**config.mk**
```make
export PLATFORM = sky130hd
export DESIGN_NAME = cdsat_ram
export DESIGN_NICKNAME = d
export VERILOG_FILES = /design/src/rtl/core/cd_sector_address_translate_top_macros.svh /design/src/rtl/core/cdsat_ram.sv
export SDC_FILE = /design/constraint.sdc
export NUM_CORES = 1
export LEC_CHECK = 0
export ABC_AREA = 1
export BUFFER_PORTS_ARGS = -buffer_cell sky130_fd_sc_hd__clkbuf_2
export CAP_MARGIN = 20
export CORE_MARGIN = 2
export CORE_UTILIZATION = 45
export DETAILED_ROUTE_END_ITERATION = 12
export PLACE_DENSITY = 0.67
export SETUP_SLACK_MARGIN = 0.2
export SYNTH_ARGS = -nofsm -noshare
export SYNTH_HDL_FRONTEND = slang
export SYNTH_SLANG_ARGS = --single-unit
export TNS_END_PERCENT = 5
```
**constraint.sdc**
```tcl
create_clock -name clk -period 1.8 [get_ports clk]
set_input_delay 0.45 -clock clk [delete_from_list [all_inputs] [get_ports clk]]
set_output_delay 0.45 -clock clk [all_outputs]
set_load 0.05 [all_outputs]
```
**src/rtl/core/cd_sector_address_translate_top_macros.svh**
```systemverilog
// Assertion macros shared by the address translation RTL.
`ifndef CD_SECTOR_ADDRESS_TRANSLATE_TOP_MACROS_SVH
`define CD_SECTOR_ADDRESS_TRANSLATE_TOP_MACROS_SVH

`ifndef SYNTHESIS
// Check a property on every clock edge outside reset.
`define CDSAT_ASSERT(lbl, clk, rst, prop, msg) \
  lbl: assert property (@(posedge clk) disable iff (rst) prop) else $error(msg);
// Check a property on every clock edge, reset included.
`define CDSAT_ASSERT_ALWAYS(lbl, clk, prop, msg) \
  lbl: assert property (@(posedge clk) prop) else $error(msg);
`else
`define CDSAT_ASSERT(lbl, clk, rst, prop, msg)
`define CDSAT_ASSERT_ALWAYS(lbl, clk, prop, msg)
`endif

`endif

```
**src/rtl/core/cdsat_ram.sv**
```systemverilog
`timescale 1ns / 1ps
`default_nettype none
module cdsat_ram #(
  parameter int WIDTH = 8,
  parameter int DEPTH = 16
) (
  input  wire logic                     clk,
  input  wire logic                     we,
  input  wire logic [$clog2(DEPTH)-1:0] waddr,
  input  wire logic [WIDTH-1:0]         wdata,
  input  wire logic                     re,
  input  wire logic [$clog2(DEPTH)-1:0] raddr,
  output logic      [WIDTH-1:0]         rdata
);

  logic [WIDTH-1:0] mem [DEPTH];

  // Write port
  always_ff @(posedge clk) begin
    if (we) begin
      mem[waddr] <= wdata;
    end
  end

  // Registered read port
  always_ff @(posedge clk) begin
    if (re) begin
      rdata <= mem[raddr];
    end
  end

endmodule
`default_nettype wire

```
### After elaboration in Yosys (flattened, before gate mapping)

Memory sizes are Yosys's and may differ from the RTL's. A register that Yosys moved wholly into a read port is not among the register bits.
Index checks and enable logic that the tools add are counted.

| cells by class | value |
|---|---|
| mux-type cells | 2 |

Operator list:

| kind | count |
|---|---|
| 2-to-1 mux 1 bit | 2 |

| storage, ports and cells | value |
|---|---|
| flip-flop bits (word level) | 0 |
| memory bits (writable) | 128 |
| bits of input ports | 19 |
| output and inout port bits | 8 |
| memories kept | 1 |

Memory list:

| memory | depth | bits a word | rd ports | clocked after Yosys merged registers in | write ports | line | source |
|---|---|---|---|---|---|---|---|
| mem | 16 | 8 | 1 | 1 | 1 | cdsat_ram.sv:16 | `logic [WIDTH-1:0] mem [DEPTH];` |

### Logic depth before layout (Yosys ltp)

Gate-level depths: netlist of the first run.

| depth | value |
|---|---|
| depth after elaboration | 2 |
| depth in mapped cells | 8 |

### Worst setup path after synthesis of the first run

OpenSTA, ideal clock, no wires.

| timing path | value |
|---|---|
| path kind | input -> register |
| from | in waddr[2] |
| to | mem mem[10][0] (enable) |
| library setup time | 0.370 ns |
| data arrival time | 1.031 ns |
| slack | 0.399 ns |
| stages on the path | 2 |
| cell sequence | nand3b_1 nor2_1 |

RTL lines:

| item | line | source |
|---|---|---|
| start, declared | cdsat_ram.sv:9 | `input wire logic [$clog2(DEPTH)-1:0] waddr,` |
| end, declared | cdsat_ram.sv:16 |  |

Straight into the memory's write port.

### Worst setup path in the final report of the first run

| timing path | value |
|---|---|
| from | reg rdata[3] (read register of mem) |
| to | out rdata[3] |

RTL lines:

| item | line | source |
|---|---|---|
| start, declared | cdsat_ram.sv:13 | `output logic [WIDTH-1:0] rdata` |

No word-level cell between the ends.

==> results of run 1 <==
metal layers:
layer,up-vias,GRT usage,routed length [um]
met5,-,0,0
met4,0,0.0828,281
met3,22,0.0451,911
met2,153,0.296,5840
met1,1839,0.272,5720
li1,1865,-,-
cells in the mapped netlist:
| cell | count | area share |
|---|---|---|
| buf_4 | 4 | 0.0051 |
| buf_1 | 1 | 0.00064 |
| edfxtp_1 | 136 | 0.70 |
| nand3_1 | 97 | 0.083 |
| inv_1 | 100 | 0.064 |
| buf_6 | 6 | 0.012 |
| inv_2 | 2 | 0.0013 |
| nor2_1 | 17 | 0.011 |
| nand2_1 | 173 | 0.11 |
| buf_2 | 13 | 0.011 |
| nand3b_1 | 2 | 0.0026 |
flip-flops by register name, summed over array words and instances, names as in the netlist:
signal / count
mem: 128
rdata: 8
power by group through the flow:
stage / logic, mW / clock network [mW] / registers (mW)
2_1_floorplan: 0.250 / 0 / 3.70
6_report: 0.478 / 3.19 / 3.59
5_1_grt: 0.528 / 3.36 / 3.60
3_5_place_dp: 0.478 / 0 / 3.66
4_1_cts: 0.481 / 3.23 / 3.59
3_3_place_gp: 0.472 / 0 / 3.65
placed cells by master (no fill, tap or decap), drive strengths merged:
cell / count
buf: 23
bufinv: 2
clkbuf: 44
clkinv: 8
clkinvlp: 2
edfxtp: 136
inv: 102
nand2: 173
nand3: 97
nand3b: 2
nor2: 17
worst max-delay path by stage:
stage,from,to,slack [ns],cells after the start
after floorplan,waddr[2],mem[10][0],0.40,2
after global placement,raddr[1],rdata[5],0.17,6
after detailed placement,raddr[1],rdata[1],0.13,6
after CTS,rdata[2],rdata[2],0.25,1
after global routing,rdata[6],rdata[6],0.24,1
final,rdata[3],rdata[3],0.27,1
final cells by class:
cell class                      instances  area (um^2)  area share
Inverter                              102          383      0.0566
Sequential cell                       136         4080       0.604
Clock buffer                           18          429      0.0634
Multi-Input combinational cell        289         1210       0.179
Tap cell                              172          215      0.0318
Timing Repair Buffer                   49          328      0.0485
Clock inverter                         12          111      0.0165
cells by family after synthesis:
logic type | after synthesis | share of synthesized area
buffers and inverters | 126 | 0.0939
DFF | 136 | 0.698
and+or+nand+nor | 289 | 0.208
stage by stage:
step	utilization	setup slack (ns)	hold WS, ns	power, mW
CTS	0.534	0.253	0.417	7.30
finish	0.534	0.275	0.429	7.26
global route	0.534	0.240	0.431	7.48
detailed placement	0.491	0.129	0.748	4.13
global placement	0.491	0.165	0.738	4.13
floorplan	-	0.399	0.549	3.95
==> summary.txt, run 1 <==
Worst hold path cell count: 1
Worst-case clock buffer depth: 2
Worst path required time: 1.35 ns
Global-route wire length before repair: 20.4 mm
Slew HR: 0.604
Row count: 41
Drt via density: 4.99
Worst VDD drop: 631 uV
CP max stage delay: 0.41 ns
Initial antenna violation count: 0
Syn Nets: 570
Worst Max-Slew Pin Slew: 0.593 ns
Hold Crit Class: in2reg
Mapped Area: 0.00585 mm^2
Sequential share of the synthesized area: 0.698
Crit start category: flip-flop
P&R area growth vs syn: 15.7%
Clock sinks: 136
NetSw: 1.57 mW
Hold Crit Endpoint: rdata[4]
Non-Filler Instances: 778
Leak: 2.93 nW
Die ar.: 0.0139 mm^2
CTS tree: done
Syn Area/Cell: 10.6 um^2
IO Pins: 27
Switching share of power: 0.216
Worst skew pair latency: 0.41 ns
HP Start: re
Part of the power in registers: 0.495
Number of global-route vias before repair: 3736
Mapped Cells: 551
Internal Power: 5.69 mW
Status: complete, no violations
# setup viols final: 0
Highest-delay cell along the critical path: edfxtp_1
CP Capture Type: primary output
H-Tree Depth: 4
Routability Congestion: 0.886
RR Endpoint: rdata[1]
Hold_buf cts: 0
Fin. Hold Viols: 0
Post-route minimum period: 1.53 ns
R2R Setup Slk: 0.61 ns
Layout fillers: 1098
Clock transition at path regs: 0.06 ns
# diodes: 0
Power per cell area: 1070 mW/mm^2
Final WL: 12.8 mm
Final ANT Viol Nets: 0
CTS buffer count: 17
Core area: 0.0127 mm^2
Die X: 118 um
Worst Skew: 0.00732 ns
FF-to-FF path depth: 6
Synth Register Bits: 136
Setup TNS: 0 ns
Cell variety after synth: 11
Gr ovfl total: 0
Warnings, synthesis: 0
IO Port Bufs: 26
Period Utilization, post-route: 0.847
Max-cap violations: 0
Clk network pwr share: 0.439
Vias: 3879
RSZ-0062 raised after global routing: no
Post-CTS Resized: 0
CP top delay family: flip-flops
Dpl cells: 748
Fin. max-slew vios: 0
Wire per inst: 16.4 um
HPWL after detailed placement: 7.97 mm
First-pass detailed-route iteration total: 5
Crit path max fanout: 1
Tot GR Track Use: 0.195
Dpl cell area: 0.00622 mm^2
Combinational share of power: 0.066
Worst path bufs/invs: 1
Drt drc: 0
Layout cells sized above 1: 0.127
RR Startpoint: mem[1][1]
Initial DRC Count: 401
Clk root buf: clkbuf_16
Crit path DAT: 1.08 ns
Post-CTS Setup Bufs: 0
Crit path cell chain: clkbuf_2
Die span in y: 118 um
Initial Util: 0.461
Total Nets Final: 614
Fin area: 0.00676 mm^2
Largest net degree at the start of global routing: 65
CP Class: reg2out
Maximum clock rate: 656 MHz
No activity file was read; power rests on OpenSTA's default activity.
==> run 2: changes to the inputs <==
Settings changed: ABC_AREA 1 to 0, PLACE_DENSITY 0.67 to 0.68.
Clock period 1.8 ns to 1.53 ns, I/O delays scaled along.
==> summary.txt, run 2 <==
Status: complete, no violations
Post-synth top area share: 0.781
Top cells by count, synth: edfxtp_1 (136), mux4_2 (18), a22oi_1 (16), mux4_1 (14), nor2_1 (13)
Wire per inst: 21.8 um
Sequential share of the synthesized area: 0.781
Gr ovfl total: 0
Number of global-route vias before repair: 2509
Share of synthesized flip-flops with an asynchronous set or reset: 0
Post-synthesis adder-cell area fraction: 0
Layout cells sized above 1: 0.408
Largest family of logic cells by synthesized area: multiplexers
Maximum clock rate: 694 MHz
CTS tree: done
Worst-case clock buffer depth: 2
Fin. Hold Viols: 0
Leak: 2.15 nW
Most frequent cell after synthesis: edfxtp_1
Hold_buf cts: 0
Most common flop cell mapped by yosys: edfxtp_1
H-Tree Depth: 4
HPWL after detailed placement: 6.11 mm
Clock transition at path regs: 0.05 ns
Tot GR Track Use: 0.166
Max FFs per register: 128
Initial Util: 0.460
IO Pins: 27
Period Utilization, post-route: 0.942
IO Port Bufs: 26
Final WS setup: 0.0894 ns
Mapped Cells: 229
Final ANT Viol Nets: 0
Top post-synthesis cells by area: edfxtp_1 (78%), mux4_2 (7.8%), mux4_1 (7.0%)
Top Registers: mem: 128 flops, rdata: 8 flops
Commonest non-fill, non-tap cell in the layout: edfxtp_1
Cell variety after synth: 18
EDFF count, synth: 136
Area leader, netlist: edfxtp_1
Clk root buf: clkbuf_16
Fin. max-slew vios: 0
Worst Skew: 0.00823 ns
Mapped Area: 0.00523 mm^2
RSZ-0062 raised after global routing: yes
Initial antenna violation count: 0
Routability Congestion: 0.773
Die ar.: 0.0125 mm^2
Slew HR: 0.416
Worst Max-Slew Pin Slew: 0.874 ns
Largest Register: mem
Post-route minimum period: 1.44 ns
Warnings, synthesis: 0
Worst VDD drop: 750 uV
Drt via density: 5.47
Core area: 0.0114 mm^2
Synth Register Bits: 136
# setup viols final: 0
Most frequent cells in the layout: edfxtp_1 (136), mux4_2 (31), buf_4 (26)
P&R area growth vs syn: 22.4%
Worst skew pair latency: 0.41 ns
HP Start: wdata[5]
RR Startpoint: mem[3][4]
Syn Nets: 248
Synth Area in Simple Gates: 0.0314
# diodes: 0
Drt drc: 0
Syn Area/Cell: 22.8 um^2
First-pass detailed-route iteration total: 4
Largest net degree at the start of global routing: 20
Power per cell area: 1290 mW/mm^2
Mux contribution to synthesized area: 0.148
CTS buffer count: 17
Crit path max fanout: 6
Total Nets Final: 319
XOR/XNOR share of the synthesized area: 0
Max-cap violations: 0
Die X: 112 um
Hold Crit Class: in2reg
CP Capture Type: flip-flop
Final WL: 9.87 mm
CP Class: in2reg
Crit path DAT: 1.60 ns
Post-synthesis compound-gate area fraction: 0.0230
Critical Path Start: raddr[0]
Global-route wire length before repair: 14.7 mm
Initial DRC Count: 193
Worst path required time: 1.69 ns
Crit start category: input port
Die span in y: 112 um
Row count: 39
Vias: 2474
Hold WS: 0.392 ns
Clock sinks: 136
Setup WS pre-CTS: -0.477 ns
==> run 2: cells by family (layout without fill, tap and decap cells) <==
kind of cell / count (synthesis) / count (layout)
AOI/OAI and AO/OA: 16 / 16
muxes: 32 / 32
DFF: 136 / 136
and+or+nand+nor: 35 / 35
buffers and inverters: 10 / 90
==> run 2: what timing repair did <==
action                                  4_1_cts  5_1_grt
endpoints found under the setup margin       16       16
gates resized for setup                      12       10
setup buffers                                 4        3
cloned                                        0        1
hold endpoints to repair                      0        0
pin swaps                                     1        1
==> run 2: layout make-up <==
class / instances / area [um^2]
Fill cell: 826 / 4970
Sequential cell: 136 / 4080
Multi-Input combinational cell: 83 / 1060
Timing Repair Buffer: 62 / 572
Clock buffer: 20 / 437
Tap cell: 143 / 179
Clock inverter: 8 / 60.1
==> run 2: critical path, stage by stage <==
cell and delay (ns):
buf_4 0.14, buf_8 0.13, buf_12 0.12, mux4_2 0.50
a22oi_2 0.24, nand2_1 0.08
==> run 2: stage by stage <==
stage          instance area (um^2)  utilization  setup TNS [ns]  cells  total power [mW]
5_1_grt                        6400        0.563               0    452              8.48
6_report                       6400        0.563               0    452              8.24
3_3_place_gp                   5750        0.505           -3.16    416              4.77
4_1_cts                        6320        0.556               0    448              8.27
2_1_floorplan                  5230            -           -1.12    229              4.59
3_5_place_dp                   5750        0.505           -3.36    416              4.79
==> run 2: path summary, 6_finish.rpt <==
path / end / slack, ns / cells past startpoint
max reg2reg: rdata[4] / 0.12 / 3
min reg2reg: rdata[2] / 0.75 / 3
min: mem[11][5] / 0.39 / 1
max: rdata[4] / 0.09 / 6
==> run 2: routing by layer <==
| layer | global-route usage | vias to the layer above | share of wire |
|---|---|---|---|
| met3 | 0.0533 | 17 | 0.060 |
| met4 | 0.0675 | 0 | 0.019 |
| met1 | 0.217 | 1265 | 0.42 |
| li1 | - | 1114 | - |
| met5 | 0 | - | 0 |
| met2 | 0.262 | 78 | 0.50 |
==> run 2: where the power goes <==
group	internal, mW	switching [mW]
clock network	2.16	1.32
logic	0.236	0.295
registers	4.20	0.0260
total	6.60	1.64
