==> src/rtl/core/cd_sector_address_translate_top_macros.svh <==
// Assertion macros shared by the address translation RTL.
`ifndef CD_SECTOR_ADDRESS_TRANSLATE_TOP_MACROS_SVH
`define CD_SECTOR_ADDRESS_TRANSLATE_TOP_MACROS_SVH

`ifndef SYNTHESIS
// Check a property on every clock edge outside reset.
`define CDSAT_ASSERT(lbl, clk, rst, prop, msg) \
  lbl: assert property (@(posedge clk) disable iff (rst) prop) else $error(msg);
// Check a property on every clock edge, reset included.
`define CDSAT_ASSERT_ALWAYS(lbl, clk, prop, msg) \
  lbl: assert property (@(posedge clk) prop) else $error(msg);
`else
`define CDSAT_ASSERT(lbl, clk, rst, prop, msg)
`define CDSAT_ASSERT_ALWAYS(lbl, clk, prop, msg)
`endif

`endif

==> src/rtl/core/cdsat_pkg.sv <==
`timescale 1ns / 1ps
`default_nettype none
package cdsat_pkg;

  localparam int MAX_TRACKS          = 128;
  localparam int SOURCE_FILES        = 16;
  localparam int STREAM_SECTOR_BYTES = 2048;

  localparam int SLOT_W   = $clog2(MAX_TRACKS);
  localparam int COUNT_W  = 8;
  localparam int SECT_SH  = $clog2(STREAM_SECTOR_BYTES);
  localparam int ADDR_W   = 35;
  localparam int SECTOR_W = ADDR_W - SECT_SH;
  localparam int CHUNK_W  = 12;
  localparam int LEN_W    = 16;
  localparam int OFF_W    = 48;
  localparam int SRC_W    = 4;
  localparam int SIZE_W   = 12;
  localparam int START_W  = 24;
  localparam int TLEN_W   = 25;
  localparam int PROD_W   = START_W + SIZE_W;

  // Request kinds
  localparam logic REQ_LOAD   = 1'b0;
  localparam logic REQ_LOOKUP = 1'b1;

  // One table entry as held in the track memory
  typedef struct packed {
    logic               audio;
    logic [SIZE_W-1:0]  data_off;
    logic [SIZE_W-1:0]  sect_size;
    logic [TLEN_W-1:0]  length;
    logic [START_W-1:0] start;
    logic [SRC_W-1:0]   src_id;
    logic [OFF_W-1:0]   base;
  } entry_t;

  localparam int ENTRY_W = $bits(entry_t);

  // Track memory access from the controller
  typedef struct packed {
    logic              we;
    logic [SLOT_W-1:0] waddr;
    entry_t            wdata;
    logic              re;
    logic [SLOT_W-1:0] raddr;
  } ram_req_t;

endpackage
`default_nettype wire

==> src/rtl/core/cdsat_ifs.sv <==
`timescale 1ns / 1ps
`default_nettype none
// Request channel: load or lookup transactions.
interface cdsat_req_if import cdsat_pkg::*; ();
  logic               valid;
  logic               ready;
  logic               req_type;
  logic [6:0]         track_index;
  logic [START_W-1:0] start_sector;
  logic [TLEN_W-1:0]  sector_count;
  logic [SIZE_W-1:0]  stored_sector_size;
  logic [SIZE_W-1:0]  user_data_offset;
  logic               audio_track;
  logic [SRC_W-1:0]   source_id;
  logic [OFF_W-1:0]   source_base;
  logic [ADDR_W-1:0]  stream_offset;
  logic [LEN_W-1:0]   request_length;

  modport source (output valid, req_type, track_index, start_sector, sector_count,
                  stored_sector_size, user_data_offset, audio_track, source_id,
                  source_base, stream_offset, request_length, input ready);
  modport sink (input valid, req_type, track_index, start_sector, sector_count,
                stored_sector_size, user_data_offset, audio_track, source_id,
                source_base, stream_offset, request_length, output ready);
endinterface

// Result channel: one transaction per translated chunk.
interface cdsat_res_if import cdsat_pkg::*; ();
  logic               valid;
  logic               ready;
  logic               zero_fill;
  logic [SRC_W-1:0]   out_source_id;
  logic [OFF_W-1:0]   source_offset;
  logic [CHUNK_W-1:0] chunk_length;

  modport source (output valid, zero_fill, out_source_id, source_offset, chunk_length,
                  input ready);
  modport sink (input valid, zero_fill, out_source_id, source_offset, chunk_length,
                output ready);
endinterface
`default_nettype wire

==> src/rtl/core/cdsat_ctrl.sv <==
`timescale 1ns / 1ps
`default_nettype none
`include "cd_sector_address_translate_top_macros.svh"
module cdsat_ctrl import cdsat_pkg::*; (
  input  wire logic         clk,
  input  wire logic         rst,
  input  wire logic         cfg_wen,
  input  wire logic [7:0]   cfg_wdata,
  cdsat_req_if.sink         req,
  cdsat_res_if.source       res,
  output ram_req_t          ram_req,
  input  wire entry_t       ram_rdata
);

  typedef enum logic [5:0] {
    ST_IDLE    = 6'b000001,
    ST_SEARCH  = 6'b000010,
    ST_COMPARE = 6'b000100,
    ST_MULT    = 6'b001000,
    ST_SUM     = 6'b010000,
    ST_RESULT  = 6'b100000
  } state_t;

  state_t state, state_next;

  logic [COUNT_W-1:0]  track_count;
  logic [COUNT_W-1:0]  count_lim;
  logic [COUNT_W-1:0]  lo, hi;
  logic [SLOT_W-1:0]   mid;
  logic [COUNT_W:0]    mid_sum;
  logic [SECTOR_W-1:0] sector;
  logic [SECT_SH-1:0]  sect_off;
  logic [CHUNK_W-1:0]  chunk;
  logic [CHUNK_W-1:0]  chunk_raw;
  logic                zf;
  entry_t              ent;
  logic [PROD_W-1:0]   prod;
  logic [OFF_W-1:0]    off;

  logic                out_valid;
  logic                out_zf;
  logic [SRC_W-1:0]    out_src;
  logic [OFF_W-1:0]    out_off;
  logic [CHUNK_W-1:0]  out_chunk;

  logic                in_fire;
  logic                probe_ok;
  logic                below, above;
  logic [TLEN_W:0]     end_sector;
  logic                out_free;

  // Clamp the table size and form the search midpoint
  assign count_lim = (track_count > COUNT_W'(MAX_TRACKS)) ? COUNT_W'(MAX_TRACKS) : track_count;
  assign mid_sum   = {1'b0, lo} + {1'b0, hi};
  assign probe_ok  = (lo < hi);

  assign in_fire   = req.valid && req.ready;
  assign req.ready = (state == ST_IDLE);

  // Split the incoming address and cap the chunk at the sector end
  assign chunk_raw = CHUNK_W'(STREAM_SECTOR_BYTES) - CHUNK_W'(req.stream_offset[SECT_SH-1:0]);

  // Compare the sector against the probed entry
  assign end_sector = {1'b0, ram_rdata.length} + (TLEN_W+1)'(ram_rdata.start);
  assign below      = (sector < ram_rdata.start);
  assign above      = ((TLEN_W+1)'(sector) >= end_sector);

  assign out_free = !out_valid || res.ready;

  // Drive the track memory
  always_comb begin
    ram_req.we    = in_fire && (req.req_type == REQ_LOAD);
    ram_req.waddr = req.track_index[SLOT_W-1:0];
    ram_req.wdata = '{audio:     req.audio_track,
                      data_off:  req.user_data_offset,
                      sect_size: req.stored_sector_size,
                      length:    req.sector_count,
                      start:     req.start_sector,
                      src_id:    req.source_id,
                      base:      req.source_base};
    ram_req.re    = (state == ST_SEARCH) && probe_ok;
    ram_req.raddr = mid_sum[SLOT_W:1];
  end

  // Advance the lookup sequencer
  always_comb begin
    state_next = state;
    case (state)
      ST_IDLE: begin
        if (in_fire && (req.req_type == REQ_LOOKUP) && (req.request_length != '0)) begin
          state_next = ST_SEARCH;
        end
      end
      ST_SEARCH:  state_next = probe_ok ? ST_COMPARE : ST_RESULT;
      ST_COMPARE: begin
        if (below || above) begin
          state_next = ST_SEARCH;
        end else if (ram_rdata.audio) begin
          state_next = ST_RESULT;
        end else begin
          state_next = ST_MULT;
        end
      end
      ST_MULT:   state_next = ST_SUM;
      ST_SUM:    state_next = ST_RESULT;
      ST_RESULT: state_next = out_free ? ST_IDLE : ST_RESULT;
      default:   state_next = ST_IDLE;
    endcase
  end

  // Hold control state and the result register flag
  always_ff @(posedge clk) begin
    if (rst) begin
      state       <= ST_IDLE;
      track_count <= '0;
      out_valid   <= 1'b0;
    end else begin
      state <= state_next;
      if (cfg_wen) begin
        track_count <= cfg_wdata;
      end
      if ((state == ST_RESULT) && out_free) begin
        out_valid <= 1'b1;
      end else if (res.ready) begin
        out_valid <= 1'b0;
      end
    end
  end

  // Datapath registers of the lookup in flight
  always_ff @(posedge clk) begin
    case (state)
      ST_IDLE: begin
        sector   <= req.stream_offset[ADDR_W-1:SECT_SH];
        sect_off <= req.stream_offset[SECT_SH-1:0];
        chunk    <= ((LEN_W)'(chunk_raw) > req.request_length) ?
                    req.request_length[CHUNK_W-1:0] : chunk_raw;
        lo       <= '0;
        hi       <= count_lim;
      end
      ST_SEARCH: begin
        mid <= mid_sum[SLOT_W:1];
        zf  <= 1'b1;
      end
      ST_COMPARE: begin
        ent <= ram_rdata;
        zf  <= ram_rdata.audio;
        if (below) begin
          hi <= COUNT_W'(mid);
        end else if (above) begin
          lo <= COUNT_W'(mid) + COUNT_W'(1);
        end
      end
      ST_MULT: begin
        prod <= PROD_W'(START_W'(sector - ent.start)) * PROD_W'(ent.sect_size);
      end
      ST_SUM: begin
        off <= ent.base + OFF_W'(prod) + OFF_W'(ent.data_off) + OFF_W'(sect_off);
      end
      ST_RESULT: begin
        if (out_free) begin
          out_zf    <= zf;
          out_src   <= zf ? '0 : ent.src_id;
          out_off   <= zf ? '0 : off;
          out_chunk <= chunk;
        end
      end
      default: begin
      end
    endcase
  end

  assign res.valid         = out_valid;
  assign res.zero_fill     = out_zf;
  assign res.out_source_id = out_src;
  assign res.source_offset = out_off;
  assign res.chunk_length  = out_chunk;

  `CDSAT_ASSERT(a_hi_bound, clk, rst, (state == ST_SEARCH) |-> (hi <= count_lim), "search bound above table size")
  `CDSAT_ASSERT(a_mid_range, clk, rst, (state == ST_COMPARE) |-> ((COUNT_W'(mid) >= lo) && (COUNT_W'(mid) < hi)), "probe outside search window")
  `CDSAT_ASSERT(a_start, clk, rst, (in_fire && (req.req_type == REQ_LOOKUP) && (req.request_length != '0)) |=> (state == ST_SEARCH), "lookup did not start a search")
  `CDSAT_ASSERT(a_stall_hold, clk, rst, ((state == ST_RESULT) && out_valid && !res.ready) |=> (state == ST_RESULT), "result overwritten during stall")
  `CDSAT_ASSERT(a_chunk_nz, clk, rst, out_valid |-> (out_chunk != '0), "empty chunk presented")

endmodule
`default_nettype wire

==> src/flat_wrapper.sv <==
// flat-port wrapper written by rule: the top's interface ports become plain ports
module cdsat_ctrl_flat import cdsat_pkg::*;
  (clk, rst, cfg_wen, cfg_wdata, ram_req, ram_rdata, req_valid, req_req_type, req_track_index, req_start_sector, req_sector_count, req_stored_sector_size, req_user_data_offset, req_audio_track, req_source_id, req_source_base, req_stream_offset, req_request_length, req_ready, res_valid, res_zero_fill, res_out_source_id, res_source_offset, res_chunk_length, res_ready);
  cdsat_req_if req_i ();
  cdsat_res_if res_i ();
  input  wire logic clk;
  input  wire logic rst;
  input  wire logic cfg_wen;
  input  wire logic [7:0] cfg_wdata;
  output ram_req_t ram_req;
  input  wire entry_t ram_rdata;
  input wire logic [$bits(req_i.valid)-1:0] req_valid;
  input wire logic [$bits(req_i.req_type)-1:0] req_req_type;
  input wire logic [$bits(req_i.track_index)-1:0] req_track_index;
  input wire logic [$bits(req_i.start_sector)-1:0] req_start_sector;
  input wire logic [$bits(req_i.sector_count)-1:0] req_sector_count;
  input wire logic [$bits(req_i.stored_sector_size)-1:0] req_stored_sector_size;
  input wire logic [$bits(req_i.user_data_offset)-1:0] req_user_data_offset;
  input wire logic [$bits(req_i.audio_track)-1:0] req_audio_track;
  input wire logic [$bits(req_i.source_id)-1:0] req_source_id;
  input wire logic [$bits(req_i.source_base)-1:0] req_source_base;
  input wire logic [$bits(req_i.stream_offset)-1:0] req_stream_offset;
  input wire logic [$bits(req_i.request_length)-1:0] req_request_length;
  output wire logic [$bits(req_i.ready)-1:0] req_ready;
  output wire logic [$bits(res_i.valid)-1:0] res_valid;
  output wire logic [$bits(res_i.zero_fill)-1:0] res_zero_fill;
  output wire logic [$bits(res_i.out_source_id)-1:0] res_out_source_id;
  output wire logic [$bits(res_i.source_offset)-1:0] res_source_offset;
  output wire logic [$bits(res_i.chunk_length)-1:0] res_chunk_length;
  input wire logic [$bits(res_i.ready)-1:0] res_ready;
  assign req_i.valid = req_valid;
  assign req_i.req_type = req_req_type;
  assign req_i.track_index = req_track_index;
  assign req_i.start_sector = req_start_sector;
  assign req_i.sector_count = req_sector_count;
  assign req_i.stored_sector_size = req_stored_sector_size;
  assign req_i.user_data_offset = req_user_data_offset;
  assign req_i.audio_track = req_audio_track;
  assign req_i.source_id = req_source_id;
  assign req_i.source_base = req_source_base;
  assign req_i.stream_offset = req_stream_offset;
  assign req_i.request_length = req_request_length;
  assign req_ready = req_i.ready;
  assign res_valid = res_i.valid;
  assign res_zero_fill = res_i.zero_fill;
  assign res_out_source_id = res_i.out_source_id;
  assign res_source_offset = res_i.source_offset;
  assign res_chunk_length = res_i.chunk_length;
  assign res_i.ready = res_ready;
  cdsat_ctrl u_core (.clk(clk), .rst(rst), .cfg_wen(cfg_wen), .cfg_wdata(cfg_wdata), .req(req_i), .res(res_i), .ram_req(ram_req), .ram_rdata(ram_rdata));
endmodule
==> config.mk <==
export PLATFORM = sky130hd
export DESIGN_NAME = cdsat_ctrl_flat
export DESIGN_NICKNAME = d
export VERILOG_FILES = /design/src/rtl/core/cdsat_pkg.sv /design/src/rtl/core/cdsat_ifs.sv /design/src/rtl/core/cdsat_ctrl.sv /design/src/flat_wrapper.sv
export VERILOG_INCLUDE_DIRS = /design/src /design/src/rtl/core
export SDC_FILE = /design/constraint.sdc
export NUM_CORES = 1
export LEC_CHECK = 0
export BUFFER_PORTS_ARGS = -buffer_cell sky130_fd_sc_hd__buf_2
export CORE_MARGIN = 4
export CORE_UTILIZATION = 36
export DETAILED_ROUTE_END_ITERATION = 6
export PLACE_DENSITY = 0.58
export SLEW_MARGIN = 25
export SYNTH_ARGS = -nofsm -noshare
export SYNTH_HDL_FRONTEND = slang
export SYNTH_SLANG_ARGS = --single-unit
==> constraint.sdc <==
create_clock -name clk -period 7.2 [get_ports clk]
set_input_delay 0.36 -clock clk [delete_from_list [all_inputs] [get_ports clk]]
set_output_delay 0.36 -clock clk [all_outputs]
set_load 0.05 [all_outputs]
# ---- Word-level counts from Yosys, hierarchy flattened
# Cells that the tools add are included.
dict set report totals {
  regBits 335
  latchBits 0
  ram_bits 0
  romBits 0
  input_bits 324
  out_inout_bits 209
  word_cells 78
  memories 0
}
dict set report classes {
  add_sub_neg 8
  mul 1
  n_div 0
  magnitude_cmp 5
  n_eq_ne 10
  shifts 0
  mux 16
  bitwise_logic 1
  reduce_logical 16
}
# cell n
set op_table {}
lappend op_table {{adder 48 x 11 -> 48 bit} 1}
lappend op_table {{adder 48 x 12 -> 48 bit} 1}
lappend op_table {{adder 48 x 36 -> 48 bit} 1}
lappend op_table {{multiplier 24 x 12 -> 36 bit} 1}
lappend op_table {{case mux 6 bit (6 select lines)} 1}
lappend op_table {{two-way mux 8 bit} 4}
lappend op_table {{case mux 8 bit (2 select lines)} 2}
lappend op_table {{two-way mux 6 bit} 5}
lappend op_table {{adder 25 x 24 -> 26 bit} 1}
lappend op_table {{greater-or-equal comparator 24 x 26 -> 1 bit} 1}
lappend op_table {{< comparator 24 bit} 1}
lappend op_table {{subtractor 24 bit} 1}
lappend op_table {{greater-than comparator 12 x 16 -> 1 bit} 1}
lappend op_table {{nonzero test 16 bit} 1}
lappend op_table {{two-way mux 12 bit} 1}
lappend op_table {{subtractor 12 x 11 -> 12 bit, first input constant} 1}
lappend op_table {{adder 7 x 1 -> 8 bit, second input constant} 1}
lappend op_table {{adder 8 bit} 1}
lappend op_table {{greater-than comparator 8 bit, second input constant} 1}
lappend op_table {{< comparator 8 bit} 1}
lappend op_table {{equality test 6 x 1 -> 1 bit, second input constant} 1}
lappend op_table {{equality test 6 x 2 -> 1 bit, second input constant} 1}
lappend op_table {{equality test 6 x 3 -> 1 bit, second input constant} 1}
lappend op_table {{equality test 6 x 4 -> 1 bit, second input constant} 1}
lappend op_table {{13 further kinds} 25}

# ---- Longest topological paths before layout
dict set report depth {
  ltp_word 6
  ltp_mapped 32
  ltp_nobuf 31
}

# ---- Least setup slack after synthesis
# OpenSTA, ideal clock, no wires.
dict set report synth_timing {
  path_kind {reg2reg}
  start {reg u_core.ent[52] in the netlist's numbering}
  end {reg u_core.prod[35] (data pin)}
  t_arrival_ns 7.102
  required_time_ns 6.937
  setup_slack_ns -0.165
  stages_incl_launch_ff 29
  path_buffers 1
  path_cell_list {edfxtp_1 -> ha_1 -> fa_1 -> nor2b_1 -> o31a_1 -> nor2_1 -> o21a_1 -> o31a_1 -> a2111oi_2 -> nor3_1 -> xnor2_1 -> buf_2 -> nand2_1 -> fa_1 -> fa_1 -> inv_1 -> fa_1 -> fa_1 -> inv_1 -> fa_1 -> inv_1 -> ha_1 -> a21o_1 -> a21o_1 -> a221oi_2 -> o2111ai_1 -> and2_1 -> a311oi_1 -> xnor2_1}
}
dict set report synth_via {
  elab_chain_len 2
}
# item line
set synth_rtl {}
lappend synth_rtl {{start, declared} cdsat_ctrl.sv:36} ;# entry_t ent;
lappend synth_rtl {{start signal, assigned} cdsat_ctrl.sv:146} ;# ent <= ram_rdata;
lappend synth_rtl {{subtractor 24 bit} cdsat_ctrl.sv:155} ;# prod <= PROD_W'(START_W'(sector - ent.start)) * PROD_W'(ent.sect_size);
lappend synth_rtl {{multiplier 24 x 12 -> 36 bit} cdsat_ctrl.sv:155}
lappend synth_rtl {{end signal, assigned} cdsat_ctrl.sv:155}
lappend synth_rtl {{end, declared} cdsat_ctrl.sv:37} ;# logic [PROD_W-1:0] prod;
# Every way passes these cells.
# A chain may end at the register's enable or synchronous reset.

# ---- Final worst setup path
# Ends and elaborated chain as after synthesis.

==> reports/qor.csv <==
stage,metric,value,unit
timing,clock skew,0.0160,ns
hold_path,Hold Crit Class,in2reg,
global_routing,largest net degree at the start of global routing,62,
cts,clock tree from TritonCTS,built,
global_routing,vias in the first global route,20900,
hold_path,Worst Hold Path EP,u_core.track_count[0],
cells_and_area,"Design Area, Final",35200,sq um
run,Max-cap violations,0,
setup_path,Crit Path Category,reg2reg,
hold_path,hold path cells,3,
setup_path,RR Endpoint,u_core.prod[35],
global_routing,initial antenna violation count,2,
synth,Yosys top cell by area,edfxtp_1,
hold_path,worst hold start,cfg_wdata[0],
setup_path,CP Launch Type,flip-flop,
setup_path,"most used cell, CP",fa_1,
timing,Least-Margin Pin Slew,1.07,ns
setup_path,CP max-delay cell,fa_1,
global_routing,GRT Residual Overflow,0,
cts,maximum clock insertion buffer count,3,
floorplanning,core area,79300,sq um
cells_and_area,area grow syn2layout,22.0,%
timing,Final Setup Violations,6,
setup_path,Crit. End Element,flip-flop,
floorplanning,DIE WIDTH,291,microns
setup_path,worst r2r src,u_core.ent[52],
synth,"Seq/Total Area, Yosys",34.3,%
detailed_routing,post-DR wirelength/cell,16.2,microns
synth,top cell type's share of synthesized area,33.3,%
detailed_routing,post-DR vias/cell,4.74,
detailed_routing,drt total wl,68.3,mm
global_routing,all-layer global routing usage,16.0,%
synth,synthesized area,28800,sq um
floorplanning,row count,103,
synth,most common cell in the netlist,inv_1,
detailed_routing,DRC,0,
setup_path,Critical Path AT,7.60,ns
cts,Worst-path clk slew,0.06,ns
status,status,finished with violations,
floorplanning,Die H,291,microns
synth,Yosys reg bits,335,
global_routing,first-pass GRT wire length,111,mm
detailed_routing,Final ANT Viol Nets,0,
synth,Ys Warns,0,
setup_path,Reg2Reg Setup Slack,-0.07,ns
setup_path,crit-path max FO,3,
timing,Final Hold Viols,0,
floorplanning,die area,84700,sq um
cells_and_area,Reg area,9910,sq um
timing,peak clock frequency supported by timing,0.137,GHz
setup_path,depth of the worst register-to-register path,30,
status,failing checks,negative setup slack,
detailed_routing,DR vias,20000,
setup_path,worst path required time,7.53,ns
detailed_routing,First DRT Iteration DRCs,909,
synth,most instantiated cells after synthesis,"inv_1 (342), edfxtp_1 (320), ha_1 (283)",
timing,Max-slew headroom,28.5,%
cts,number of CTS-inserted buffers,43,
timing,setup_tns,-0.238,ns
timing,RSZ-0062 raised after global routing,yes,
floorplanning,Ports,533,
timing,fin crit share,101,%
placement,routability cong.,0.902,
synth,"EDFF count, synth",320,
placement,hpwl dp,53.4,mm
cells_and_area,multi-input logic area,17100,sq um
synth,main area contributors after synthesis,"edfxtp_1 (33%), fa_1 (17%), ha_1 (12%)",
placement,Post-DP Area,31400,sq um
synth,syn avg cell area,10.6,sq um
synth,Synth Instances,2723,
setup_path,max incr delay on CP,0.55,ns
synth,Cell variety after synth,76,
cts,H-tree Lvls,2,
synth,Post-synth top flop,edfxtp_1,
cells_and_area,layout cells sized above 1,21.6,%
synth,syn nets,3576,
placement,Buffers on Ports,266,
floorplanning,Initial Util,36.4,%
cells_and_area,NumNets Final,3995,
cts,clk_lat worst skew,0.58,ns
cts,clock sinks,335,
timing,setup ws final,-0.0731,ns
detailed_routing,iteration count of the initial detailed-routing pass,5,
cts,clk root buf,clkbuf_16,
synth,ys async rst share,0,%
timing,Final Max Slew Viols,0,
cells_and_area,fillers,7454,
timing,Final Critical Period,7.27,ns
==> metrics by stage <==
stage	cells	worst slack [ns]	hold WS, ns	util (%)
final	4226	-0.0731	0.0418	44.4
after global routing	4226	-0.424	0.0299	44.4
after CTS	4211	-0.216	0.00171	43.9
after detailed placement	3981	-0.459	0.406	39.6
after global placement	3981	-0.371	0.402	39.6
after floorplan	2723	0.00464	0.400	-
==> worst max-delay path by stage <==
stage	startpoint	depth (start not counted)	slack, ns	endpoint
floorplan	u_core.ent[52]	30	0.005	u_core.prod[35]
global placement	u_core.ent[52]	27	-0.37	u_core.prod[34]
detailed placement	u_core.ent[52]	27	-0.46	u_core.prod[34]
CTS	u_core.ent[52]	31	-0.22	u_core.prod[35]
global route	u_core.ent[52]	31	-0.42	u_core.prod[35]
finish	u_core.ent[52]	30	-0.07	u_core.prod[35]
==> cell usage in the layout (no fill, tap or decap), types with 17 or more instances in the layout <==
cell | Yosys | routed
nor3_1 | 29 | 25
o21ai_0 | 75 | 65
nand2_1 | 238 | 225
nand2b_1 | 51 | 49
inv_1 | 342 | 321
o21a_1 | 23 | 23
fa_1 | 246 | 231
buf_4 | 135 | 167
ha_1 | 283 | 267
xor2_1 | 48 | 47
a31oi_1 | 18 | 17
nand3_1 | 38 | 33
nor2_1 | 110 | 108
a21oi_1 | 115 | 100
xnor2_1 | 72 | 65
and2_1 | 88 | 86
nand4_1 | 19 | 19
inv_2 | 0 | 20
edfxtp_1 | 320 | 320
dlygate4sd3_1 | 0 | 135
buf_2 | 5 | 266
mux2_2 | 21 | 20
a21o_1 | 53 | 53
clkbuf_16 | 0 | 44
nand3b_1 | 21 | 21
and3_1 | 27 | 27
nor2b_1 | 86 | 84
==> what timing repair did <==
action / CTS / global route
endpoints found under the setup margin: 12 / 21
endpoints found under the hold margin: 135 / 0
hold buffers: 135 / 0
setup buffers: 17 / 16
pin swaps: 95 / 82
resized for setup: 78 / 76
gates cloned: 1 / 0
==> worst max-delay path, delay by kind of cell (launching register included) <==
kind                       cells  cell delay, ns
adders and majority gates      8            3.18
AOI/OAI and AO/OA             11            2.13
and+or+nand+nor                5            0.65
DFF                            1            0.42
xor gates and xnor gates       2            0.34
buffers and inverters          4            0.31
==> metal layers <==
| layer | share of wire [%] | wire, microns | vias to the layer above | track usage [%] |
|---|---|---|---|---|
| met5 | 0 | 0 | - | 0.510 |
| met4 | 2.3 | 1580 | 0 | 4.12 |
| met3 | 5.1 | 3510 | 80 | 3.10 |
| met2 | 46 | 31700 | 478 | 26.4 |
| met1 | 46 | 31500 | 9501 | 21.7 |
| li1 | - | - | 9954 | - |
==> kinds of logic after synthesis <==
kind of cell | count (synthesis) | synth area share [%]
fa+ha+maj | 529 | 29.3
xor+xnor | 120 | 3.64
simple gates | 758 | 13.4
compound gates | 401 | 9.11
buf+inv | 546 | 8.88
flops | 335 | 34.3
mux | 34 | 1.27
==> sequential cells by signal, indices dropped and copies added (netlist names) <==
register,cells
u_core.res.valid,1
u_core.sector,24
u_core.state,6
u_core.mid,7
u_core.res.chunk_length,12
u_core.track_count,8
u_core.off,48
u_core.prod,36
u_core.res.source_offset,48
u_core.res.out_source_id,4
u_core.chunk,12
u_core.res.zero_fill,1
u_core.hi,8
u_core.lo,8
u_core.sect_off,11
u_core.zf,1
u_core.ent,100
==> final cells by class <==
| class | instances | area share [%] |
|---|---|---|
| multi-input cells | 1842 | 48.6 |
| flip-flops and latches | 335 | 28.2 |
| repair buffers | 578 | 11.5 |
| well taps | 1050 | 3.73 |
| inverters | 342 | 3.66 |
| clock buffers | 55 | 3.36 |
| clock inverters | 22 | 1.01 |
| diodes | 2 | 0.0142 |
Power is not shown: default switching activity piles up to over one toggle a cycle in this logic, so the estimate is an artifact.
